$ cat src/sv/cau_pkg.sv
// Shared types and constants for the complex arithmetic unit.
// No dependencies; imported by every module of the block.
package cau_pkg;

	localparam int FIELD_W  = 16;  // input field width (Q8.8)
	localparam int IN_FRAC  = 8;
	localparam int OUT_FRAC = 16;
	localparam int RES_W    = 32;  // result part width (Q16.16)
	localparam int QUO_W    = 2 * OUT_FRAC;
	localparam int OP_W     = 2;
	localparam int ST_W     = 2;

	typedef enum logic [OP_W-1:0] {
		OP_ADD = 2'd0,
		OP_SUB = 2'd1,
		OP_MUL = 2'd2,
		OP_DIV = 2'd3
	} op_t;

	typedef enum logic [ST_W-1:0] {
		ST_OK  = 2'd0,
		ST_SAT = 2'd1,
		ST_DZ  = 2'd2
	} status_t;

	typedef struct packed {
		logic is_div;
		logic dz;
		logic neg_re;
		logic neg_im;
		logic ovf_re;
		logic ovf_im;
	} ctrl_t;

endpackage

$ cat src/sv/cau_mult.sv
// Stage 1: operand extension, add/sub sums and the six partial products.
// Depends on cau_pkg.
module cau_mult #(
	parameter int EW = 16
) (
	input  logic                         clk,
	input  logic                         arst_n,
	input  logic                         in_valid,
	output logic                         in_ready,
	input  cau_pkg::op_t                 op,
	input  logic [cau_pkg::FIELD_W-1:0]  a_real,
	input  logic [cau_pkg::FIELD_W-1:0]  a_imag,
	input  logic [cau_pkg::FIELD_W-1:0]  b_real,
	input  logic [cau_pkg::FIELD_W-1:0]  b_imag,
	output logic                         out_valid,
	input  logic                         out_ready,
	output cau_pkg::op_t                 op_s1,
	output logic signed [EW:0]           sre_s1,
	output logic signed [EW:0]           sim_s1,
	output logic signed [2*EW-1:0]       rr_s1,
	output logic signed [2*EW-1:0]       ii_s1,
	output logic signed [2*EW-1:0]       ri_s1,
	output logic signed [2*EW-1:0]       ir_s1,
	output logic signed [2*EW-1:0]       br2_s1,
	output logic signed [2*EW-1:0]       bi2_s1
);
	import cau_pkg::*;

	localparam int AW = EW + 1;

	logic signed [EW-1:0] ar, ai, br, bi;
	logic signed [AW-1:0] sre, sim;
	logic                 v_s1;

	// narrower operands keep the low bits as signed; a wider one is the field zero-extended
	assign ar = $signed(EW'(a_real));
	assign ai = $signed(EW'(a_imag));
	assign br = $signed(EW'(b_real));
	assign bi = $signed(EW'(b_imag));

	always_comb begin
		if (op == OP_SUB) begin
			sre = AW'(ar) - AW'(br);
			sim = AW'(ai) - AW'(bi);
		end else begin
			sre = AW'(ar) + AW'(br);
			sim = AW'(ai) + AW'(bi);
		end
	end

	assign in_ready  = !v_s1 || out_ready;
	assign out_valid = v_s1;

	always_ff @(posedge clk or negedge arst_n) begin
		if (!arst_n) begin
			v_s1 <= 1'b0;
		end else if (in_ready) begin
			v_s1 <= in_valid;
		end
	end

	always_ff @(posedge clk) begin
		if (in_ready && in_valid) begin
			op_s1  <= op;
			sre_s1 <= sre;
			sim_s1 <= sim;
			rr_s1  <= ar * br;
			ii_s1  <= ai * bi;
			ri_s1  <= ar * bi;
			ir_s1  <= ai * br;
			br2_s1 <= br * br;
			bi2_s1 <= bi * bi;
		end
	end

endmodule

$ cat config.mk
export PLATFORM = sky130hd
export DESIGN_NAME = cau_mult
export DESIGN_NICKNAME = d
export VERILOG_FILES = /design/src/sv/cau_pkg.sv /design/src/sv/cau_mult.sv
export SDC_FILE = /design/constraint.sdc
export NUM_CORES = 2
export LEC_CHECK = 0
export BUFFER_PORTS_ARGS = -buffer_cell sky130_fd_sc_hd__buf_2
export CAP_MARGIN = 10
export CORE_MARGIN = 2
export CORE_UTILIZATION = 49
export DETAILED_ROUTE_END_ITERATION = 10
export GPL_TIMING_DRIVEN = 0
export HOLD_SLACK_MARGIN = 0.06
export PLACE_DENSITY_LB_ADDON = 0.1
export REMOVE_ABC_BUFFERS = 1
export SYNTH_ARGS = -nofsm -noshare
export SYNTH_HDL_FRONTEND = slang
export SYNTH_SLANG_ARGS = --single-unit
$ cat constraint.sdc
create_clock -name clk -period 6 [get_ports clk]
set_input_delay 0.6 -clock clk [delete_from_list [all_inputs] [get_ports clk]]
set_output_delay 0.6 -clock clk [all_outputs]
set_load 0.02 [all_outputs]
==> results.toml <==
[clocking]
cts_root_buf = "clkbuf_16"
cts.clk_slew.worst_paths_ps = 60
ctsLongestPathBuffers = 3
cts-buffers-inserted = 31
cts_tree = "done"
h-tree-depth = 1
cts_sinks = 227
clock_latency_ps = 670

[worst_setup_path]
rr_worst_depth = 3
crit_arrival_ps = 6450
path_max_fanout = 7
r2r-end = "ri_s1[29]"
cp_data_required_time_ps = 6400
r2r_setup_slack_ps = 4110
reg2reg_from = "out_valid"
cp-end-kind = "flip-flop"
crit_path_start_kind = "input pin"
critPathKind = "input pin to flip-flop"

[finish]
drive_above_1_share = 0.1053
area_growth_syn_to_layout_pct = 12.39
design_area_mm2 = 0.07400
fill_cells = 12160
fin_nets = 9160
final_core_util = 0.5545
final_cells = 8825

[logic_synthesis]
ys_types = 92
syn_area_mm2 = 0.06584
ys_seq_area_frac = 0.1035
synthFlopType = "edfxtp_1"
yosysTopAreaCell = "fa_1"
syn_avg_cell_area_um2 = 9.630
synth_commonest_cells = "inv_1 (1794), fa_1 (1515), nand2_1 (690)"
synthTopCellsByArea = "fa_1 (46%), ha_1 (10%), edfxtp_1 (10%)"
ys_warn_count = 0
synth_top_area_frac = 0.4606
synth_enable_flop_cells = 226
synth-seq-cells = 227
yosysMostFrequentCell = "inv_1"
syn_inst = 6837
synthArstFlopShare = 0.004405

[hold_path]
hold_depth = 2
timing.hold.worst.start = "in_valid"
hold_class = "input pin to flip-flop"
min_to = "out_valid"

[floorplan]
dieHeight_um = 370.6
core_mm2 = 0.1335
pin_count = 300
rows = 134
dieArea_mm2 = 0.1373
initial_core_util = 0.4934
die_w_um = 370.6

[global_route]
grt-ovfl-total = 0
grt_max_degree = 68
antenna_found_initial = 9
grt_usage = 0.2582
grt_pass1_wl_um = 273600
grt_pass1_vias = 48950

[sta]
setup_violations = 1
finalWorstSetupSlack_ps = -46.25
fin_crit_ps = 6046
rsz0062_at_grt = "yes"
tns_ps = -46.25
hold_viol_final = 0
max_freq_mhz = 165.4
slew_headroom = 0.2759
worst_pin_slew_ps = 1086
slew_viol_final = 0
period_share = 1.008
fin_skew_ps = 30.30

[routing]
via_count = 46280
routed_wl_um = 179400
drc = 0
first_pass_iters = 8
drt_iter0_markers = 3190
ant_nets = 0
viasPerCell = 5.245
drt-wirelength-per-cell_um = 20.33

[outcome]
violations = "negative setup slack"
status = "complete, but fails checks"

[run]
maxCapViolations = 0

[placed_design]
dp_hpwl_um = 120700
place_area_mm2 = 0.06868
io_buffers = 297
dp_cells = 8630
gp_congestion = 0.8369
critical path: stages:
cell and delay [ps]:
buf_16 110, clkinv_16 50, buf_16 140, buf_6 140
nor2_4 140, fa_2 490, fa_1 540, fa_1 440
fa_1 470, fa_1 510, inv_2 40, fa_1 500
inv_2 50, ha_4 210, a211oi_2 170, nand2_1 120
or4_4 460, o211ai_1 190, buf_4 180, a31oi_4 150
a221o_1 400, a21oi_2 210, xnor2_2 100
logic make-up (layout without fill, tap and decap cells):
group,Yosys count,count (layout),share of synthesized area
other,1,5,0.00005695
AO/OA/AOI/OAI,533,533,0.05395
adder cells (fa/ha/maj),2060,2060,0.5642
XOR/XNOR,276,276,0.03671
flip-flops,227,227,0.1035
buffers and inverters,2084,2300,0.1189
multiplexers,8,8,0.001235
AND/OR/NAND/NOR,1648,1648,0.1215
state kept, by name (all words and copies together) (netlist names):
name and cells:
ii_s1 32, ir_s1 32, ri_s1 32, rr_s1 32, bi2_s1 31, br2_s1 31, sim_s1 17, sre_s1 17
op_s1 2, out_valid 1
cell usage in the layout (no fill, tap or decap), types with 19 or more instances in the layout:
cell type     n
edfxtp_1    226
clkbuf_16    51
and2_4       19
buf_4        77
o21a_1       31
o21ai_0      72
buf_2       233
xor2_1       62
bufbuf_16    21
nor2b_1      19
a21oi_1     139
fa_1       1491
xnor2_1     208
nand3_1      20
nand2_1     679
and2_1      525
nor3_1       31
fa_2         24
inv_1      1767
a21o_1       69
nor2_1      210
o21bai_1     26
buf_12       22
a21oi_2      24
ha_4         24
nand2b_1     26
ha_1        510
buf_16       42
metal layers:
layer,part of all wire,global-route usage,vias up
met3,0.075,0.03671,143
met4,0.020,0.04913,0
li1,-,-,20620
met1,0.44,0.3742,24220
met2,0.46,0.4169,1303
met5,0,0,-
timing repair:
item	in CTS	in global routing
gates resized for setup	338	221
hold buffers	1	0
endpoints found under the hold margin	1	0
pin swaps	37	90
endpoints found under the setup margin	95	52
cloned	21	20
setup buffers	55	37
worst max path at each step:
stage | start | slack, ps | cells after the start | endpoint
2_1_floorplan | b_imag[15] | -960 | 15 | bi2_s1[30]
3_3_place_gp | out_ready | -3480 | 3 | ri_s1[31]
3_5_place_dp | b_imag[3] | -2800 | 16 | bi2_s1[30]
4_1_cts | b_imag[15] | -20 | 20 | bi2_s1[30]
5_1_grt | b_imag[15] | -190 | 23 | bi2_s1[31]
6_report | b_imag[15] | -50 | 23 | bi2_s1[31]
stage by stage:
step	setup WS, ps	hold WS, ps
floorplan	-958.8	304.4
global placement	-3483	376.6
detailed placement	-2804	375.7
CTS	-23.66	118.9
global route	-190.1	154.7
finish	-46.25	170.3
area by class of cell:
class,count,area (µm²),area share
Antenna cell,3,7.507,0.0001014
Timing Repair Buffer,441,4857,0.06564
Tap cell,1768,2212,0.02989
Multi-Input combinational cell,4527,52230,0.7057
Clock inverter,24,197.7,0.002671
Sequential cell,227,6812,0.09205
Clock buffer,33,783.3,0.01058
Inverter,1802,6905,0.09332
Power is left out: the tool's default activity adds up to more than one toggle a clock period on the data nets, which glitch-free logic cannot reach.
