File: src/sv/cau_pkg.sv
// Shared types and constants for the complex arithmetic unit.
// No dependencies; imported by every module of the block.
package cau_pkg;

	localparam int FIELD_W  = 16;  // input field width (Q8.8)
	localparam int IN_FRAC  = 8;
	localparam int OUT_FRAC = 16;
	localparam int RES_W    = 32;  // result part width (Q16.16)
	localparam int QUO_W    = 2 * OUT_FRAC;
	localparam int OP_W     = 2;
	localparam int ST_W     = 2;

	typedef enum logic [OP_W-1:0] {
		OP_ADD = 2'd0,
		OP_SUB = 2'd1,
		OP_MUL = 2'd2,
		OP_DIV = 2'd3
	} op_t;

	typedef enum logic [ST_W-1:0] {
		ST_OK  = 2'd0,
		ST_SAT = 2'd1,
		ST_DZ  = 2'd2
	} status_t;

	typedef struct packed {
		logic is_div;
		logic dz;
		logic neg_re;
		logic neg_im;
		logic ovf_re;
		logic ovf_im;
	} ctrl_t;

endpackage

File: src/sv/cau_sat.sv
// Stage 4: result select, sign restore, saturation and status; holds the output register.
// Depends on cau_pkg.
module cau_sat #(
	parameter int EW = 16
) (
	input  logic                               clk,
	input  logic                               arst_n,
	input  logic                               in_valid,
	output logic                               in_ready,
	input  cau_pkg::ctrl_t                     ctrl,
	input  logic [2*EW:0]                      mre,
	input  logic [2*EW:0]                      mim,
	input  logic [cau_pkg::QUO_W-1:0]          qre,
	input  logic [cau_pkg::QUO_W-1:0]          qim,
	output logic                               out_valid,
	input  logic                               out_ready,
	output logic signed [cau_pkg::RES_W-1:0]   res_real_s4,
	output logic signed [cau_pkg::RES_W-1:0]   res_imag_s4,
	output cau_pkg::status_t                   status_s4
);
	import cau_pkg::*;

	localparam int SW = 2 * EW + 1;
	localparam int MW = (SW > QUO_W + 1) ? SW : QUO_W + 1;

	logic [MW-1:0]    mag_re, mag_im;
	logic [RES_W:0]   cre, cim;
	logic [RES_W-1:0] res_re, res_im;
	status_t          status;
	logic             v_s4;

	// returns {saturated, value}
	function automatic logic [RES_W:0] clamp(input logic neg, input logic force_sat,
			input logic [MW-1:0] mag);
		logic [MW-1:0]    lim;
		logic             sat;
		logic [RES_W-1:0] val;
		lim = MW'(1) << (RES_W - 1);
		sat = force_sat || (neg ? (mag > lim) : (mag >= lim));
		if (sat) begin
			val = neg ? {1'b1, {(RES_W-1){1'b0}}} : {1'b0, {(RES_W-1){1'b1}}};
		end else begin
			val = neg ? RES_W'(-mag) : RES_W'(mag);
		end
		return {sat, val};
	endfunction

	assign mag_re = ctrl.is_div ? MW'(qre) : MW'(mre);
	assign mag_im = ctrl.is_div ? MW'(qim) : MW'(mim);
	assign cre    = clamp(ctrl.neg_re, ctrl.is_div && ctrl.ovf_re, mag_re);
	assign cim    = clamp(ctrl.neg_im, ctrl.is_div && ctrl.ovf_im, mag_im);

	always_comb begin
		if (ctrl.dz) begin
			res_re = '0;
			res_im = '0;
			status = ST_DZ;
		end else begin
			res_re = cre[RES_W-1:0];
			res_im = cim[RES_W-1:0];
			status = (cre[RES_W] || cim[RES_W]) ? ST_SAT : ST_OK;
		end
	end

	assign in_ready  = !v_s4 || out_ready;
	assign out_valid = v_s4;

	always_ff @(posedge clk or negedge arst_n) begin
		if (!arst_n) begin
			v_s4 <= 1'b0;
		end else if (in_ready) begin
			v_s4 <= in_valid;
		end
	end

	always_ff @(posedge clk) begin
		if (in_ready && in_valid) begin
			res_real_s4 <= $signed(res_re);
			res_imag_s4 <= $signed(res_im);
			status_s4   <= status;
		end
	end

endmodule

File: config.mk
export PLATFORM = sky130hd
export DESIGN_NAME = cau_sat
export DESIGN_NICKNAME = d
export VERILOG_FILES = /design/src/sv/cau_pkg.sv /design/src/sv/cau_sat.sv
export SDC_FILE = /design/constraint.sdc
export NUM_CORES = 1
export LEC_CHECK = 0
export BUFFER_PORTS_ARGS = -buffer_cell sky130_fd_sc_hd__clkbuf_2
export CORE_ASPECT_RATIO = 1.75
export CORE_MARGIN = 4
export CORE_UTILIZATION = 45
export DETAILED_ROUTE_END_ITERATION = 6
export PLACE_DENSITY = 0.73
export SLEW_MARGIN = 10
export SYNTH_ARGS = -nofsm -noshare
export SYNTH_HDL_FRONTEND = slang
export SYNTH_SLANG_ARGS = --single-unit
File: constraint.sdc
create_clock -name clk -period 6.35 [get_ports clk]
set_clock_uncertainty 0.05 [all_clocks]
set_input_delay 0.3175 -clock clk [delete_from_list [all_inputs] [get_ports clk]]
set_output_delay 0.3175 -clock clk [all_outputs]
set_load 0.03 [all_outputs]
==> metrics.md <==
| Metric | Value |
|---|---|
| I/O pins | `between 200 and 250` |
| Post-CTS Hold Fix Bufs | `1` |
| Worst-path clk slew | `approximately 60 ps` |
| Layout area overhead | `23.4%` |
| Run status | `complete, no violations` |
| Final Cycle Share | `65.4%` |
| Diodes inserted | `0` |
| Min-Delay Path Class | `input pin to flip-flop` |
| Most used cell, CP | `buf_4` |
| Chip Height | `162 um` |
| Crit-path cells | `buf_6 > buf_4 > nor3b_1 > o22ai_1 > or4_1 > o31ai_4 > buf_4 > a21oi_1 > a31o_2` |
| H-tree levels | `3` |
| Fin area | `between 7000 and 8000 um^2` |
| Synth cell types | `71` |
| Setup CP Type | `input pin to flip-flop` |
| Setup Viol. Count Final | `0` |
| Multi-input logic area | `3820 um^2` |
| RSZ-0062 raised after global routing | `false` |
| Vias in the first global route | `between 6000 and 7000` |
| EDFF count, synth | `66` |
| Clock buffer depth | `2` |
| First-pass GRT wire length | `approximately 31000 um` |
| FF-to-FF Start | `out_valid` |
| Vias/cell | `about 6` |
| P_leak | `3.12 nW` |
| Largest net degree at the start of global routing | `85` |
| Grt ovf | `0` |
| Synth Area per Inst | `8.83 um^2` |
| Combinational Power Share | `a little over a quarter` |
| Syn Inst Count | `slightly below 700` |
| Max incr delay on CP | `630 ps` |
| Starting DRC count in detailed routing | `around 290` |
| Fin nets | `~1000` |
| Most common cell after layout, fill and taps aside | `clkbuf_2` |
| Net Sw Frac | `31.2%` |
| Num CTS Buffers | `9` |
| Fraction of layout cells with a size suffix above 1 | `32.5%` |
| Post-synthesis sequential area ratio | `about a third` |
| Global router's overall resource usage | `approximately 26%` |
| Crit path from | `ctrl[5]` |
| Die Area | `approximately 16000 um^2` |
| Root buf cell | `clkbuf_16` |
| Setup_tns | `0 ps` |
| ANT nets after route | `0` |
| Synth warn | `0` |
| Hold path start | `in_valid` |
| Clock sink total | `67` |
| Register area | `about 2000 um^2` |
| Slew Limit Fails | `0` |
| DP Wirelength | `around 15000 um` |
| Max_slew headroom | `31.9%` |
| P_int | `a little over 1 mW` |
| Post-CTS sizing | `0` |
| PD cells | `about 200 nW/um^2` |
| Length of the first detailed-routing pass in iterations | `5` |
| Post-Route WL | `~20000 um` |
| Nature of the critical path endpoint | `flip-flop` |
| Max VDD drop | `134 uV` |
| Most frequent cells in the layout | `clkbuf_2 (206), mux2i_1 (83), nand2_1 (66), edfxtp_1 (66), a21oi_1 (63)` |
| Total number of vias | `6431` |
| Slowest CP cell | `or4_1` |
| Switch Pwr | `463 uW` |
| Worst Tran Pin Value | `1020 ps` |
| CORE AREA | `13300 um^2` |
| Synthesis-stage register bit count | `67` |
| Avg WL per Cell | `19.2 um` |
| Most used DFF post-synth | `edfxtp_1` |
| # rows | `56` |
| Post-Syn Nets | `831` |
| Drt drc | `0` |
| Crit start category | `input pin` |
| Initial core utilization | `45.7%` |
| Crit path arrival time | `about 4200 ps` |
| CP Max Fanout | `84` |
| Initial antenna violation count | `1` |
| Hold Vio Cnt, Final | `0` |
| Fillers | `~1300` |
| Reg power frac | `36.0%` |
| Worst path required time | `about 6400 ps` |
| # port buffers | `about 210` |
| Post-CTS setup buffer count | `0` |
| Final min period | `approximately 4200 ps` |
| CTS tree | `yes` |
| Async S/R FF share, synth | `under 10%` |
| Clk network pwr share | `36.7%` |
| Worst skew pair latency | `around 330 ps` |
| Fin Hold WS | `roughly 140 ps` |
| Synthesized area | `6090 um^2` |
| Maximum clock frequency | `241 MHz` |
| Placed Area | `~7200 um^2` |
| Die width | `around 96 um` |
| Max-cap violations | `0` |
| RePlAce Congestion | `about 0.93` |
-- logic make-up after synthesis --
group | synth area share [%]
AO/OA/AOI/OAI | 23.2
XOR/XNOR | 0.432
adder cells (fa/ha/maj) | 0.411
buffers and inverters | 4.73
flip-flops | 33.0
multiplexers | 15.1
AND/OR/NAND/NOR | 23.2
-- flip-flops by register name, summed over array words and instances, names as in the netlist --
signal	cells
res_imag_s4	32
res_real_s4	32
status_s4	2
out_valid	1
-- cell usage after synthesis (all sizes together), types with 12 or more instances --
master / n / area [um^2]
mux2i: 84 / 841
edfxtp: 66 / 1980
nor4: 16 / 113
a31oi: 18 / 113
nor3: 44 / 225
nor2: 45 / 169
o21ai: 16 / 80.1
a21oi: 63 / 315
nor3b: 19 / 143
nand3: 16 / 85.1
nand2: 66 / 248
clkbuf: 26 / 97.6
a31o: 21 / 184
or3: 12 / 80.1
buf: 28 / 175
o211ai: 20 / 150
-- routing by layer --
layer	vias to the layer above	share of wire (%)	track usage (%)
li1	3084	-	-
met1	3003	35	27.8
met2	281	54	47.3
met3	61	6.2	4.31
met4	2	4.4	12.9
met5	-	0.055	0
-- layout make-up --
type,instances,share of cell area (%)
inverter,4,0.200
timing repair buffer,218,15.0
clock buffer,12,3.28
sequential,67,26.7
multi-input combinational,564,50.9
tap,174,2.90
clock inverter,4,0.983
-- final timing paths --
check | endpoint | slack (ps) | cells past startpoint
max reg2reg | res_real_s4[11] | 4570 | 3
min in group asynchronous | out_valid | 230 | 2
min | out_valid | 140 | 2
min reg2reg | out_valid | 490 | 2
max in group asynchronous | out_valid | 5930 | 2
max | res_real_s4[10] | 2200 | 9
-- worst max-delay path: cells and delay by family --
| kind | cells | cell delay, ps |
|---|---|---|
| compound gates | 4 | 1190 |
| buf+inv | 3 | 1560 |
| simple gates | 2 | 1000 |
-- metrics by stage --
step / power [mW] / cells / setup slack (ps) / util, %
floorplan: 0.807 / 689 / 1880 / -
global placement: 0.942 / 1026 / 1950 / 53.9
detailed placement: 0.945 / 1026 / 1900 / 53.9
CTS: 1.49 / 1043 / 2250 / 56.4
finish: 1.48 / 1043 / 2200 / 56.4
global route: 1.55 / 1043 / 1880 / 56.4
-- power by group through the flow --
stage	registers (mW)	clock network [mW]	logic (mW)
floorplan	0.599	0	0.209
global placement	0.544	0	0.398
detailed placement	0.544	0	0.402
CTS	0.535	0.549	0.404
global route	0.537	0.575	0.441
finish	0.534	0.544	0.405
No activity file was read; power rests on OpenSTA's default activity.
